File: src/hw/rtl/tstc_pkg.sv
// Shared types and constants for the touch swipe/tap classifier.
`timescale 1ns / 1ps
`default_nettype none

package tstc_pkg;

   localparam int CFG_PX_BITS  = 10;
   localparam int TAP_MS_BITS  = 16;
   localparam int TIME_BITS    = 32;
   localparam int GESTURE_BITS = 4;
   localparam int CSR_ADDR_BITS = 5;
   localparam int CSR_DATA_BITS = 32;

   localparam logic [CFG_PX_BITS-1:0] SWIPE_MIN_RESET   = 10'd57;
   localparam logic [CFG_PX_BITS-1:0] STILL_MAX_RESET   = 10'd31;
   localparam logic [TAP_MS_BITS-1:0] TAP_MAX_RESET     = 16'd700;
   localparam logic [CFG_PX_BITS-1:0] HOME_EDGE_RESET   = 10'd412;
   localparam logic [CFG_PX_BITS-1:0] READER_EDGE_RESET = 10'd460;

   typedef enum logic [GESTURE_BITS-1:0] {
      GESTURE_NONE  = 4'd0,
      GESTURE_BEGIN = 4'd1,
      GESTURE_HOME  = 4'd2,
      GESTURE_LEFT  = 4'd3,
      GESTURE_RIGHT = 4'd4,
      GESTURE_UP    = 4'd5,
      GESTURE_DOWN  = 4'd6,
      GESTURE_STOP  = 4'd7,
      GESTURE_TAP   = 4'd8
   } gesture_type;

   typedef enum logic [2:0] {
      REG_SWIPE_MIN   = 3'd0,
      REG_STILL_MAX   = 3'd1,
      REG_TAP_MAX     = 3'd2,
      REG_HOME_EDGE   = 3'd3,
      REG_READER_EDGE = 3'd4
   } reg_index_type;

   typedef struct packed {
      logic [CFG_PX_BITS-1:0] swipe_travel_px;
      logic [CFG_PX_BITS-1:0] still_max_px;
      logic [TAP_MS_BITS-1:0] tap_limit_ms;
      logic [CFG_PX_BITS-1:0] home_edge_y;
      logic [CFG_PX_BITS-1:0] reader_home_edge_y;
   } cfg_type;

endpackage

`default_nettype wire

File: src/hw/rtl/tstc_if.sv
// Valid/ready channel interfaces for touch samples and gesture results.
`timescale 1ns / 1ps
`default_nettype none

interface tstc_req_if #(parameter int COORD_BITS = 10) ();
   logic                               valid;
   logic                               ready;
   logic                               pressed;
   logic [COORD_BITS-1:0]              pos_x;
   logic [COORD_BITS-1:0]              pos_y;
   logic [tstc_pkg::TIME_BITS-1:0]     time_ms;
   logic                               recording_now;
   logic                               overlay_active;
   logic                               reader_open;
   logic                               on_control;

   modport source (
      output valid, pressed, pos_x, pos_y, time_ms,
             recording_now, overlay_active, reader_open, on_control,
      input  ready
   );
   modport sink (
      input  valid, pressed, pos_x, pos_y, time_ms,
             recording_now, overlay_active, reader_open, on_control,
      output ready
   );
endinterface

interface tstc_rsp_if #(parameter int COORD_BITS = 10) ();
   logic                               valid;
   logic                               ready;
   logic [tstc_pkg::GESTURE_BITS-1:0]  gesture;
   logic [COORD_BITS-1:0]              tap_x;
   logic [COORD_BITS-1:0]              tap_y;
   logic [tstc_pkg::TIME_BITS-1:0]     tap_time_ms;

   modport source (output valid, gesture, tap_x, tap_y, tap_time_ms, input ready);
   modport sink (input valid, gesture, tap_x, tap_y, tap_time_ms, output ready);
endinterface

`default_nettype wire

File: src/hw/rtl/touch_swipe_tap_classifier_unit.sv
// Top level of the touch swipe/tap classifier: input stage, core and result register.
//
// Usage:
//   req_ch carries one polled touch sample per item (pressed, pos_x, pos_y,
//   time_ms and the mode flags); rsp_ch returns exactly one item per sample
//   with the gesture code and, for a tap, the press start point and time.
//   Thresholds are written through the APB port (psel/penable/pwrite/paddr/
//   pwdata); register i sits at byte address 4*i, pready is always high.
//   From sample accept to result valid the path is one input register,
//   then the classify compare logic feeding the result register.
//   Throughput is one item per cycle while rsp_ch.ready is high; the classification
//   is a few adds and compares on the stored press state, all inside that one stage.
//   Synchronous reset clears the press state, empties both stages and loads
//   the default thresholds. While rsp_ch.ready is low the result holds,
//   the input stage keeps one more item, and req_ch.ready drops once both
//   are occupied.
`timescale 1ns / 1ps
`default_nettype none

module touch_swipe_tap_classifier_unit #(
   parameter int COORD_BITS = 10
) (
   input  wire logic                               clock,
   input  wire logic                               reset,
   tstc_req_if.sink                                req_ch,
   tstc_rsp_if.source                              rsp_ch,
   input  wire logic                               psel,
   input  wire logic                               penable,
   input  wire logic                               pwrite,
   input  wire logic [tstc_pkg::CSR_ADDR_BITS-1:0] paddr,
   input  wire logic [tstc_pkg::CSR_DATA_BITS-1:0] pwdata,
   output logic      [tstc_pkg::CSR_DATA_BITS-1:0] prdata,
   output logic                                    pready
);

   tstc_pkg::cfg_type              cfg;

   logic                           s1_valid_ff, s1_valid_in;
   logic                           s1_pressed_ff;
   logic [COORD_BITS-1:0]          s1_pos_x_ff, s1_pos_y_ff;
   logic [tstc_pkg::TIME_BITS-1:0] s1_time_ff;
   logic                           s1_rec_ff, s1_overlay_ff, s1_reader_ff, s1_control_ff;

   logic                           rsp_valid_ff, rsp_valid_in;
   tstc_pkg::gesture_type          rsp_gesture_ff, core_gesture;
   logic [COORD_BITS-1:0]          rsp_tap_x_ff, rsp_tap_y_ff, core_tap_x, core_tap_y;
   logic [tstc_pkg::TIME_BITS-1:0] rsp_tap_time_ff, core_tap_time;

   logic                           advance, req_fire, step;

   tstc_csr u_csr (
      .clock   (clock),
      .reset   (reset),
      .psel    (psel),
      .penable (penable),
      .pwrite  (pwrite),
      .paddr   (paddr),
      .pwdata  (pwdata),
      .prdata  (prdata),
      .pready  (pready),
      .cfg     (cfg)
   );

   tstc_core #(.COORD_BITS(COORD_BITS)) u_core (
      .clock          (clock),
      .reset          (reset),
      .step           (step),
      .cfg            (cfg),
      .pressed        (s1_pressed_ff),
      .pos_x          (s1_pos_x_ff),
      .pos_y          (s1_pos_y_ff),
      .time_ms        (s1_time_ff),
      .recording_now  (s1_rec_ff),
      .overlay_active (s1_overlay_ff),
      .reader_open    (s1_reader_ff),
      .on_control     (s1_control_ff),
      .gesture        (core_gesture),
      .tap_x          (core_tap_x),
      .tap_y          (core_tap_y),
      .tap_time_ms    (core_tap_time)
   );

   // result register frees up when empty or taken this cycle
   assign advance      = !rsp_valid_ff || rsp_ch.ready;
   assign req_ch.ready = !s1_valid_ff || advance;
   assign req_fire     = req_ch.valid && req_ch.ready;
   assign step         = s1_valid_ff && advance;

   assign s1_valid_in  = req_fire ? 1'b1 : (advance ? 1'b0 : s1_valid_ff);
   assign rsp_valid_in = advance ? s1_valid_ff : rsp_valid_ff;

   assign rsp_ch.valid       = rsp_valid_ff;
   assign rsp_ch.gesture     = rsp_gesture_ff;
   assign rsp_ch.tap_x       = rsp_tap_x_ff;
   assign rsp_ch.tap_y       = rsp_tap_y_ff;
   assign rsp_ch.tap_time_ms = rsp_tap_time_ff;

   always_ff @(posedge clock) begin
      if (reset) begin
         s1_valid_ff  <= 1'b0;
         rsp_valid_ff <= 1'b0;
      end else begin
         s1_valid_ff  <= s1_valid_in;
         rsp_valid_ff <= rsp_valid_in;
      end
   end

   always_ff @(posedge clock) begin
      if (req_fire) begin
         s1_pressed_ff <= req_ch.pressed;
         s1_pos_x_ff   <= req_ch.pos_x;
         s1_pos_y_ff   <= req_ch.pos_y;
         s1_time_ff    <= req_ch.time_ms;
         s1_rec_ff     <= req_ch.recording_now;
         s1_overlay_ff <= req_ch.overlay_active;
         s1_reader_ff  <= req_ch.reader_open;
         s1_control_ff <= req_ch.on_control;
      end
   end

   always_ff @(posedge clock) begin
      if (step) begin
         rsp_gesture_ff  <= core_gesture;
         rsp_tap_x_ff    <= core_tap_x;
         rsp_tap_y_ff    <= core_tap_y;
         rsp_tap_time_ff <= core_tap_time;
      end
   end

endmodule

`default_nettype wire

File: src/hw/rtl/tstc_csr.sv
// APB configuration registers for the classifier thresholds.
`timescale 1ns / 1ps
`default_nettype none

module tstc_csr (
   input  wire logic                               clock,
   input  wire logic                               reset,
   input  wire logic                               psel,
   input  wire logic                               penable,
   input  wire logic                               pwrite,
   input  wire logic [tstc_pkg::CSR_ADDR_BITS-1:0] paddr,
   input  wire logic [tstc_pkg::CSR_DATA_BITS-1:0] pwdata,
   output logic      [tstc_pkg::CSR_DATA_BITS-1:0] prdata,
   output logic                                    pready,
   output tstc_pkg::cfg_type                       cfg
);

   tstc_pkg::cfg_type       cfg_ff;
   tstc_pkg::cfg_type       cfg_in;
   tstc_pkg::reg_index_type reg_index;
   logic                    wr_en;

   assign pready    = 1'b1;
   assign reg_index = tstc_pkg::reg_index_type'(paddr[4:2]);
   assign wr_en     = psel && penable && pwrite;
   assign cfg       = cfg_ff;

   always_comb begin
      cfg_in = cfg_ff;
      if (wr_en) begin
         unique case (reg_index)
            tstc_pkg::REG_SWIPE_MIN:   cfg_in.swipe_travel_px    = pwdata[9:0];
            tstc_pkg::REG_STILL_MAX:   cfg_in.still_max_px       = pwdata[9:0];
            tstc_pkg::REG_TAP_MAX:     cfg_in.tap_limit_ms       = pwdata[15:0];
            tstc_pkg::REG_HOME_EDGE:   cfg_in.home_edge_y        = pwdata[9:0];
            tstc_pkg::REG_READER_EDGE: cfg_in.reader_home_edge_y = pwdata[9:0];
            default: ;
         endcase
      end
   end

   always_comb begin
      unique case (reg_index)
         tstc_pkg::REG_SWIPE_MIN:   prdata = 32'(cfg_ff.swipe_travel_px);
         tstc_pkg::REG_STILL_MAX:   prdata = 32'(cfg_ff.still_max_px);
         tstc_pkg::REG_TAP_MAX:     prdata = 32'(cfg_ff.tap_limit_ms);
         tstc_pkg::REG_HOME_EDGE:   prdata = 32'(cfg_ff.home_edge_y);
         tstc_pkg::REG_READER_EDGE: prdata = 32'(cfg_ff.reader_home_edge_y);
         default:                   prdata = '0;
      endcase
   end

   always_ff @(posedge clock) begin
      if (reset) begin
         cfg_ff.swipe_travel_px    <= tstc_pkg::SWIPE_MIN_RESET;
         cfg_ff.still_max_px       <= tstc_pkg::STILL_MAX_RESET;
         cfg_ff.tap_limit_ms       <= tstc_pkg::TAP_MAX_RESET;
         cfg_ff.home_edge_y        <= tstc_pkg::HOME_EDGE_RESET;
         cfg_ff.reader_home_edge_y <= tstc_pkg::READER_EDGE_RESET;
      end else begin
         cfg_ff <= cfg_in;
      end
   end

endmodule

`default_nettype wire

File: src/hw/rtl/tstc_core.sv
// Press tracking and release classification for one sample per step cycle.
`timescale 1ns / 1ps
`default_nettype none

module tstc_core #(
   parameter int COORD_BITS = 10
) (
   input  wire logic                           clock,
   input  wire logic                           reset,
   input  wire logic                           step,
   input  wire tstc_pkg::cfg_type              cfg,
   input  wire logic                           pressed,
   input  wire logic [COORD_BITS-1:0]          pos_x,
   input  wire logic [COORD_BITS-1:0]          pos_y,
   input  wire logic [tstc_pkg::TIME_BITS-1:0] time_ms,
   input  wire logic                           recording_now,
   input  wire logic                           overlay_active,
   input  wire logic                           reader_open,
   input  wire logic                           on_control,
   output tstc_pkg::gesture_type               gesture,
   output logic      [COORD_BITS-1:0]          tap_x,
   output logic      [COORD_BITS-1:0]          tap_y,
   output logic      [tstc_pkg::TIME_BITS-1:0] tap_time_ms
);

   // common compare width for coordinates and 10-bit thresholds
   localparam int MW = (COORD_BITS > tstc_pkg::CFG_PX_BITS) ? COORD_BITS
                                                            : tstc_pkg::CFG_PX_BITS;

   logic                           was_pressed_ff, was_pressed_in;
   logic                           rec_at_press_ff, rec_at_press_in;
   logic [COORD_BITS-1:0]          start_x_ff, start_x_in;
   logic [COORD_BITS-1:0]          start_y_ff, start_y_in;
   logic [COORD_BITS-1:0]          latest_x_ff, latest_x_in;
   logic [COORD_BITS-1:0]          latest_y_ff, latest_y_in;
   logic [tstc_pkg::TIME_BITS-1:0] press_time_ff, press_time_in;

   logic [COORD_BITS:0]            dx, dy, mag_x, mag_y;
   logic                           dx_neg, dy_neg, dx_pos;
   logic [MW-1:0]                  ax, ay, smin, still, sy, edge_y;
   logic [tstc_pkg::TIME_BITS-1:0] elapsed;
   logic                           press_down, release_evt;
   logic                           is_home, is_horiz, is_vert, is_still;
   tstc_pkg::gesture_type          release_gesture;

   assign press_down  = pressed && !was_pressed_ff;
   assign release_evt = !pressed && was_pressed_ff;

   assign dx     = {1'b0, latest_x_ff} - {1'b0, start_x_ff};
   assign dy     = {1'b0, latest_y_ff} - {1'b0, start_y_ff};
   assign dx_neg = dx[COORD_BITS];
   assign dy_neg = dy[COORD_BITS];
   assign dx_pos = !dx_neg && (dx != '0);
   assign mag_x  = dx_neg ? (~dx + 1'b1) : dx;
   assign mag_y  = dy_neg ? (~dy + 1'b1) : dy;
   assign ax     = MW'(mag_x[COORD_BITS-1:0]);
   assign ay     = MW'(mag_y[COORD_BITS-1:0]);
   assign smin   = MW'(cfg.swipe_travel_px);
   assign still  = MW'(cfg.still_max_px);
   assign sy     = MW'(start_y_ff);
   assign edge_y = reader_open ? MW'(cfg.reader_home_edge_y) : MW'(cfg.home_edge_y);
   assign elapsed = time_ms - press_time_ff;

   assign is_home  = !overlay_active && (sy >= edge_y) && dy_neg && (ay > smin) && (ay > ax);
   assign is_horiz = !overlay_active && (ax > smin) && (ax > ay);
   assign is_vert  = !overlay_active && !reader_open && (ay > smin) && (ay > ax);
   assign is_still = (ax < still) && (ay < still)
                     && (elapsed < tstc_pkg::TIME_BITS'(cfg.tap_limit_ms));

   always_comb begin
      priority if (is_home) begin
         release_gesture = tstc_pkg::GESTURE_HOME;
      end else if (is_horiz) begin
         release_gesture = dx_pos ? tstc_pkg::GESTURE_RIGHT : tstc_pkg::GESTURE_LEFT;
      end else if (is_vert) begin
         release_gesture = dy_neg ? tstc_pkg::GESTURE_UP : tstc_pkg::GESTURE_DOWN;
      end else if (is_still && rec_at_press_ff) begin
         release_gesture = tstc_pkg::GESTURE_STOP;
      end else if (is_still && !reader_open && !on_control) begin
         release_gesture = tstc_pkg::GESTURE_TAP;
      end else begin
         release_gesture = tstc_pkg::GESTURE_NONE;
      end
   end

   always_comb begin
      if (press_down) begin
         gesture = tstc_pkg::GESTURE_BEGIN;
      end else if (release_evt) begin
         gesture = release_gesture;
      end else begin
         gesture = tstc_pkg::GESTURE_NONE;
      end
   end

   // start point and press time go out with a tap only
   always_comb begin
      if (gesture == tstc_pkg::GESTURE_TAP) begin
         tap_x       = start_x_ff;
         tap_y       = start_y_ff;
         tap_time_ms = press_time_ff;
      end else begin
         tap_x       = '0;
         tap_y       = '0;
         tap_time_ms = '0;
      end
   end

   always_comb begin
      was_pressed_in  = was_pressed_ff;
      rec_at_press_in = rec_at_press_ff;
      start_x_in      = start_x_ff;
      start_y_in      = start_y_ff;
      latest_x_in     = latest_x_ff;
      latest_y_in     = latest_y_ff;
      press_time_in   = press_time_ff;
      if (step) begin
         was_pressed_in = pressed;
         if (press_down) begin
            start_x_in      = pos_x;
            start_y_in      = pos_y;
            latest_x_in     = pos_x;
            latest_y_in     = pos_y;
            press_time_in   = time_ms;
            rec_at_press_in = recording_now;
         end else if (pressed) begin
            latest_x_in = pos_x;
            latest_y_in = pos_y;
         end
      end
   end

   always_ff @(posedge clock) begin
      if (reset) begin
         was_pressed_ff  <= 1'b0;
         rec_at_press_ff <= 1'b0;
      end else begin
         was_pressed_ff  <= was_pressed_in;
         rec_at_press_ff <= rec_at_press_in;
      end
   end

   // point and time are read only after a press has loaded them
   always_ff @(posedge clock) begin
      start_x_ff    <= start_x_in;
      start_y_ff    <= start_y_in;
      latest_x_ff   <= latest_x_in;
      latest_y_ff   <= latest_y_in;
      press_time_ff <= press_time_in;
   end

endmodule

`default_nettype wire

File: src/flat_wrapper.sv
// flat-port wrapper written by rule: the top's interface ports become plain ports
module touch_swipe_tap_classifier_unit_flat 
#(
   parameter int COORD_BITS = 10
)
  (clock, reset, psel, penable, pwrite, paddr, pwdata, prdata, pready, req_ch_valid, req_ch_pressed, req_ch_pos_x, req_ch_pos_y, req_ch_time_ms, req_ch_recording_now, req_ch_overlay_active, req_ch_reader_open, req_ch_on_control, req_ch_ready, rsp_ch_valid, rsp_ch_gesture, rsp_ch_tap_x, rsp_ch_tap_y, rsp_ch_tap_time_ms, rsp_ch_ready);
  tstc_req_if #(.COORD_BITS(COORD_BITS)) req_ch_i ();
  tstc_rsp_if #(.COORD_BITS(COORD_BITS)) rsp_ch_i ();
  input  wire logic clock;
  input  wire logic reset;
  input  wire logic psel;
  input  wire logic penable;
  input  wire logic pwrite;
  input  wire logic [tstc_pkg::CSR_ADDR_BITS-1:0] paddr;
  input  wire logic [tstc_pkg::CSR_DATA_BITS-1:0] pwdata;
  output logic      [tstc_pkg::CSR_DATA_BITS-1:0] prdata;
  output logic pready;
  input wire logic [$bits(req_ch_i.valid)-1:0] req_ch_valid;
  input wire logic [$bits(req_ch_i.pressed)-1:0] req_ch_pressed;
  input wire logic [$bits(req_ch_i.pos_x)-1:0] req_ch_pos_x;
  input wire logic [$bits(req_ch_i.pos_y)-1:0] req_ch_pos_y;
  input wire logic [$bits(req_ch_i.time_ms)-1:0] req_ch_time_ms;
  input wire logic [$bits(req_ch_i.recording_now)-1:0] req_ch_recording_now;
  input wire logic [$bits(req_ch_i.overlay_active)-1:0] req_ch_overlay_active;
  input wire logic [$bits(req_ch_i.reader_open)-1:0] req_ch_reader_open;
  input wire logic [$bits(req_ch_i.on_control)-1:0] req_ch_on_control;
  output wire logic [$bits(req_ch_i.ready)-1:0] req_ch_ready;
  output wire logic [$bits(rsp_ch_i.valid)-1:0] rsp_ch_valid;
  output wire logic [$bits(rsp_ch_i.gesture)-1:0] rsp_ch_gesture;
  output wire logic [$bits(rsp_ch_i.tap_x)-1:0] rsp_ch_tap_x;
  output wire logic [$bits(rsp_ch_i.tap_y)-1:0] rsp_ch_tap_y;
  output wire logic [$bits(rsp_ch_i.tap_time_ms)-1:0] rsp_ch_tap_time_ms;
  input wire logic [$bits(rsp_ch_i.ready)-1:0] rsp_ch_ready;
  assign req_ch_i.valid = req_ch_valid;
  assign req_ch_i.pressed = req_ch_pressed;
  assign req_ch_i.pos_x = req_ch_pos_x;
  assign req_ch_i.pos_y = req_ch_pos_y;
  assign req_ch_i.time_ms = req_ch_time_ms;
  assign req_ch_i.recording_now = req_ch_recording_now;
  assign req_ch_i.overlay_active = req_ch_overlay_active;
  assign req_ch_i.reader_open = req_ch_reader_open;
  assign req_ch_i.on_control = req_ch_on_control;
  assign req_ch_ready = req_ch_i.ready;
  assign rsp_ch_valid = rsp_ch_i.valid;
  assign rsp_ch_gesture = rsp_ch_i.gesture;
  assign rsp_ch_tap_x = rsp_ch_i.tap_x;
  assign rsp_ch_tap_y = rsp_ch_i.tap_y;
  assign rsp_ch_tap_time_ms = rsp_ch_i.tap_time_ms;
  assign rsp_ch_i.ready = rsp_ch_ready;
  touch_swipe_tap_classifier_unit #(.COORD_BITS(COORD_BITS)) u_core (.clock(clock), .reset(reset), .req_ch(req_ch_i), .rsp_ch(rsp_ch_i), .psel(psel), .penable(penable), .pwrite(pwrite), .paddr(paddr), .pwdata(pwdata), .prdata(prdata), .pready(pready));
endmodule
File: config.mk
export PLATFORM = sky130hd
export DESIGN_NAME = touch_swipe_tap_classifier_unit_flat
export DESIGN_NICKNAME = d
export VERILOG_FILES = /design/src/hw/rtl/tstc_pkg.sv /design/src/hw/rtl/tstc_if.sv /design/src/hw/rtl/touch_swipe_tap_classifier_unit.sv /design/src/hw/rtl/tstc_csr.sv /design/src/hw/rtl/tstc_core.sv /design/src/flat_wrapper.sv
export SDC_FILE = /design/constraint.sdc
export NUM_CORES = 1
export LEC_CHECK = 0
export BUFFER_PORTS_ARGS = -buffer_cell sky130_fd_sc_hd__buf_2
export CORE_UTILIZATION = 59
export DETAILED_ROUTE_END_ITERATION = 8
export PLACE_DENSITY = 0.89
export SLEW_MARGIN = 20
export SYNTH_ARGS = -nofsm -noshare
export SYNTH_HDL_FRONTEND = slang
export SYNTH_SLANG_ARGS = --single-unit
File: constraint.sdc
create_clock -name clock -period 8.35 [get_ports clock]
set_input_delay 0 -clock clock [delete_from_list [all_inputs] [get_ports clock]]
set_output_delay 0 -clock clock [all_outputs]
set_load 0.05 [all_outputs]
==> results by stage <==
Status:
- The flow ran to the end, and the final reports show no timing, DRC or antenna violations.

Cells and area:
- The layout overhead on the synthesized area is 17.7%.
- 0 antenna diodes ended up in the layout.
- The footprint of the multi-input gates is around 7200 um^2.
- The area taken by flip-flops and latches is a little under 7000 um^2.
- The number of nets in the final layout is approximately 1800.
- The layout cell share with drive strength beyond 1 is 0.181.
- The filler cells instantiated in the layout total 1768.

Worst setup path:
- The arrival time of data at the critical path endpoint is between 7 and 8 ns.
- The data required time of the worst path is 8.63 ns.
- Traced cell by cell, the critical path runs through inv_1 -> ha_1 -> nor2b_1 -> o21ai_0 -> nand2b_1 -> a21o_1 -> a31o_2 -> a211oi_1 -> nand2_1 -> xnor2_1 -> ha_1 -> a21oi_1 -> nor2_1 -> nor4_2 -> o2111ai_1 -> or4b_1 -> or4_4 -> a2111oi_4 -> nand4_4 -> buf_4 -> nor4_2.
- The kind of capture point of the worst setup path is a flop.
- The sort of element at the start of the critical path is a flop.
- The cell with the largest stage delay on the worst path is sky130_fd_sc_hd__a211oi_1.
- The number of buffers and inverters on the critical path is 2.
- The critical path class is flop to flop.
- The maximum cell stage delay along the critical path is 0.80 ns.
- Along the worst path, the maximum fanout reaches 30.
- Broken down by cell family, the worst path's largest delay share belongs to simple AND/OR/NAND/NOR gates.

Global routing:
- The pin count of the biggest net entering global routing is 61.
- The global-route usage over all layers is 0.295.
- The first global-routing pass estimated 59.8 mm of wire.
- The initial antenna violation count came to 1.
- The remaining global-route overflow is 0.
- The number of global-route vias before repair is 11527.

Drt:
- The wire length after detailed routing is 37.7 mm.
- After detailed routing, the number of vias per cell comes to 5.98.
- The overall via count from detail_route is 11581.
- After detailed routing, the average wire length per cell comes to 19.5 um.
- The detail route stage leaves a number of antenna-violating nets equal to 0.
- The post-detailed-route DRC marker count is 0.
- The first-pass iteration count of the detailed router is 5.
- The number of DRC markers in iteration 0 is 873.

Floorplanning:
- The width of the die is 160 um.
- The die is 160 um tall.
- The initial utilization of the core area, before any placement, comes to 0.603.
- The initialized floorplan defines 57 standard-cell rows.
- The top-level I/O count is roughly 190.
- The area enclosed by the die boundary is 25600 um^2.
- The core box area is ~24000 um^2.

Synth:
- The number of standard cells after synthesis is 1385.
- The share of Yosys cell area claimed by the top area cell type is 0.377.
- Each instance of the synthesized netlist takes up on average approximately 11 um^2.
- The share of the Yosys chip area taken by registers is 0.459.
- Counting distinct cell types in the post-synthesis netlist gives 85.
- Yosys instantiated no cell more often than sky130_fd_sc_hd__edfxtp_1.
- The Yosys step of the flow raised 0 warnings.
- The simple logic cell fraction of the synthesized area is 0.172.
- The dominant synthesized flop cell is sky130_fd_sc_hd__edfxtp_1.
- The adder-cell share of the synthesized area is 0.111.
- The register bit count reported by yosys is 245.
- The complex-gate fraction of the synthesized area is 0.140.
- The cell area that synthesis handed to floorplanning was between 10000 and 15000 um^2.
- After synthesis, the largest family of logic cells by area is simple AND/OR/NAND/NOR gates.
- The share of synthesized registers carrying an async set or reset is 0.
- The count of flip-flops with a built-in enable after synthesis is 185.
- The largest area contributor in the netlist is sky130_fd_sc_hd__edfxtp_1.
- In the post-synthesis netlist, the biggest area contributors are sky130_fd_sc_hd__edfxtp_1 (38%), sky130_fd_sc_hd__ha_1 (11%), sky130_fd_sc_hd__dfxtp_1 (8.2%), sky130_fd_sc_hd__nor4_2 (4.3%), sky130_fd_sc_hd__mux2i_1 (3.4%).
- The fraction of synthesized cell area in xor and xnor cells is 0.0244.
- The share of synthesized area spent on multiplexers is 0.0355.
- Ranked by instance count, the synthesized netlist is headed by sky130_fd_sc_hd__edfxtp_1 (185), sky130_fd_sc_hd__ha_1 (126), sky130_fd_sc_hd__inv_1 (116), sky130_fd_sc_hd__nand2_1 (101), sky130_fd_sc_hd__a21oi_1 (94).

Place:
- The detailed-placement wirelength estimate is 26.3 mm.
- Timing analysis after detailed placement gives a worst setup slack of 1.35 ns.
- The number of buffers added on ports is between 150 and 200.
- The routability congestion estimate from global placement is 0.902.

STA:
- Setup repair after global routing left no endpoint under its margin.
- Once routing completed, OpenROAD measured the worst setup slack at 1.12 ns.
- The worst path needs 7.23 ns of the cycle, external delays included.
- Setup violations remaining at the end of the flow were counted as 0.
- The highest achievable clock rate is ~140 MHz.
- The number of failing hold endpoints at the final stage is 0.
- Of the available clock period, the critical path in the final layout requires 0.866.
- The worst relative slew slack is 0.314.
- The worst clock skew is 0.0128 ns.
- The actual transition at the worst max-transition pin is 1.03 ns.
- The final sum of negative setup slack is 0 ns.
- The count of pins over their slew limit is 0.

CTS:
- The clock tree root driver cell is sky130_fd_sc_hd__clkbuf_16.
- TritonCTS built the clock tree.
- TritonCTS created 26 clock buffers.
- Clock latency on the worst-skew pair, taken at its later pin, is 0.54 ns.
- The clock-pin slew of the registers on the worst-case setup and hold paths is 0.06 ns.
- The depth of the CTS H-tree is 1.
- Clock tree synthesis found a total of 245 sinks.
- Counting along the longest clock path gives a buffer depth of 3.

Job:
- Max-cap violations in this run came to 0.

Power:
- Summing internal, switching and leakage power gives 3.13 mW.
- The analysis attributes to cell leakage a power of 7.04 nW.
- VDD sags by at most 0.194 mV.
- The power per unit of standard cell area is 181 nW/um^2.

Worst hold path:
- The path class of the tightest hold or removal check is input pin to flop.
==> worst paths after layout <==
check | start | slack, ns | endpoint | depth (start not counted)
setup reg to reg | u_core.u_core.start_y_ff[2]$_DFFE_PP_ | 1.12 | u_core.rsp_ch.tap_time_ms[12]$_SDFFCE_PP0P_ | 21
hold reg to reg | u_core.s1_pos_y_ff[9]$_DFFE_PP_ | 0.44 | u_core.u_core.start_y_ff[9]$_DFFE_PP_ | 0
setup / recovery | u_core.u_core.start_y_ff[2]$_DFFE_PP_ | 1.12 | u_core.rsp_ch.tap_time_ms[12]$_SDFFCE_PP0P_ | 21
hold / removal | penable | 0.1 | u_core.u_csr.cfg[31]$_SDFFE_PP0P_ | 5
==> cell families (layout without fill, tap and decap cells) <==
kind of cell	count (synthesis)	count (layout)
muxes	52	52
AOI/OAI and AO/OA	300	300
other	2	17
buffers and inverters	193	406
DFF	245	245
and+or+nand+nor	423	423
adders and majority gates	129	129
xor gates and xnor gates	41	41
==> layer usage <==
| metal | wire [um] | share of wire | global-route usage | vias to the layer above |
|---|---|---|---|---|
| met3 | 2080 | 0.055 | 0.0379 | 104 |
| met5 | 10 | 0.00027 | 0 | - |
| li1 | - | - | - | 5538 |
| met4 | 1660 | 0.044 | 0.128 | 2 |
| met1 | 15500 | 0.41 | 0.372 | 5517 |
| met2 | 18500 | 0.49 | 0.508 | 420 |
==> area by class of cell <==
class | count | share of cell area
timing repair buffer | 243 | 0.0940
inverter | 117 | 0.0253
multi-input combinational | 962 | 0.418
clock buffer | 30 | 0.0396
clock inverter | 16 | 0.00960
tap | 324 | 0.0234
sequential | 245 | 0.390
==> power by group <==
part / leakage [nW] / switching, mW / internal, mW
logic: 4.33 / 0.375 / 0.217
clock network: 0.424 / 0.481 / 0.683
registers: 2.28 / 0.0206 / 1.35
==> layout by cell type, fill, tap and decap left out, types with 5 or more instances in the layout <==
master                            n
sky130_fd_sc_hd__nand2_1        101
sky130_fd_sc_hd__nor3_1          15
sky130_fd_sc_hd__nand2b_1        13
sky130_fd_sc_hd__a211oi_1        11
sky130_fd_sc_hd__a21oi_1         94
sky130_fd_sc_hd__a21o_1          29
sky130_fd_sc_hd__edfxtp_1       185
sky130_fd_sc_hd__mux2i_1         50
sky130_fd_sc_hd__xnor2_1         24
sky130_fd_sc_hd__nand4_1         21
sky130_fd_sc_hd__a211o_1         26
sky130_fd_sc_hd__buf_4           11
sky130_fd_sc_hd__dlygate4sd3_1   77
sky130_fd_sc_hd__nor2_1          91
sky130_fd_sc_hd__clkbuf_16       27
sky130_fd_sc_hd__a31oi_1          7
sky130_fd_sc_hd__nor4_1          17
sky130_fd_sc_hd__and2_1           7
sky130_fd_sc_hd__nand3b_1         6
sky130_fd_sc_hd__or4_1            5
sky130_fd_sc_hd__o21ai_0         32
sky130_fd_sc_hd__nor2b_1         21
sky130_fd_sc_hd__ha_1           126
sky130_fd_sc_hd__inv_1          116
sky130_fd_sc_hd__o22ai_1         13
sky130_fd_sc_hd__o211ai_1         7
sky130_fd_sc_hd__nand3_1         25
sky130_fd_sc_hd__a221o_1          5
sky130_fd_sc_hd__dfxtp_1         60
sky130_fd_sc_hd__a21boi_0         5
sky130_fd_sc_hd__xor2_1          17
sky130_fd_sc_hd__conb_1          17
sky130_fd_sc_hd__buf_2          155
sky130_fd_sc_hd__o21a_1          12
sky130_fd_sc_hd__o31ai_1          5
sky130_fd_sc_hd__and3_1          13
sky130_fd_sc_hd__nor4_2          52
sky130_fd_sc_hd__clkinv_2         7
==> flip-flops by register name (all words and copies together), names as in the netlist, 32 cells and up <==
register,cells
u_core.s1_time_ff,32
u_core.u_core.press_time_ff,32
u_core.rsp_ch.tap_time_ms,32
u_core.u_csr.cfg,56
==> through the flow <==
stage	cells	cell area, um^2	util	hold WS [ns]
5_1_grt	1937	17300	0.710	0.123
3_3_place_gp	1814	15700	0.643	0.176
4_1_cts	1936	17300	0.710	0.0350
2_1_floorplan	1400	14800	-	0.0989
3_5_place_dp	1814	15700	0.643	0.178
6_report	1937	17300	0.710	0.0959
==> worst reg2reg max path: cells and delay by family, from the launching register on <==
kind	cells	cell delay, ns
adders and majority gates	2	0.60
AOI/OAI and AO/OA	7	2.04
DFF	1	0.39
buffers and inverters	2	0.65
and+or+nand+nor	9	2.90
xor gates and xnor gates	1	0.39
==> what timing repair did <==
action / 4_1_cts / 5_1_grt
buffers inserted: 0 / 0
gates resized for setup: 0 / 0
endpoints found under the hold margin: 115 / 8
hold buffers: 76 / 1
setup endpoints to repair: 0 / 0
Power figures use the tool's default switching activity.
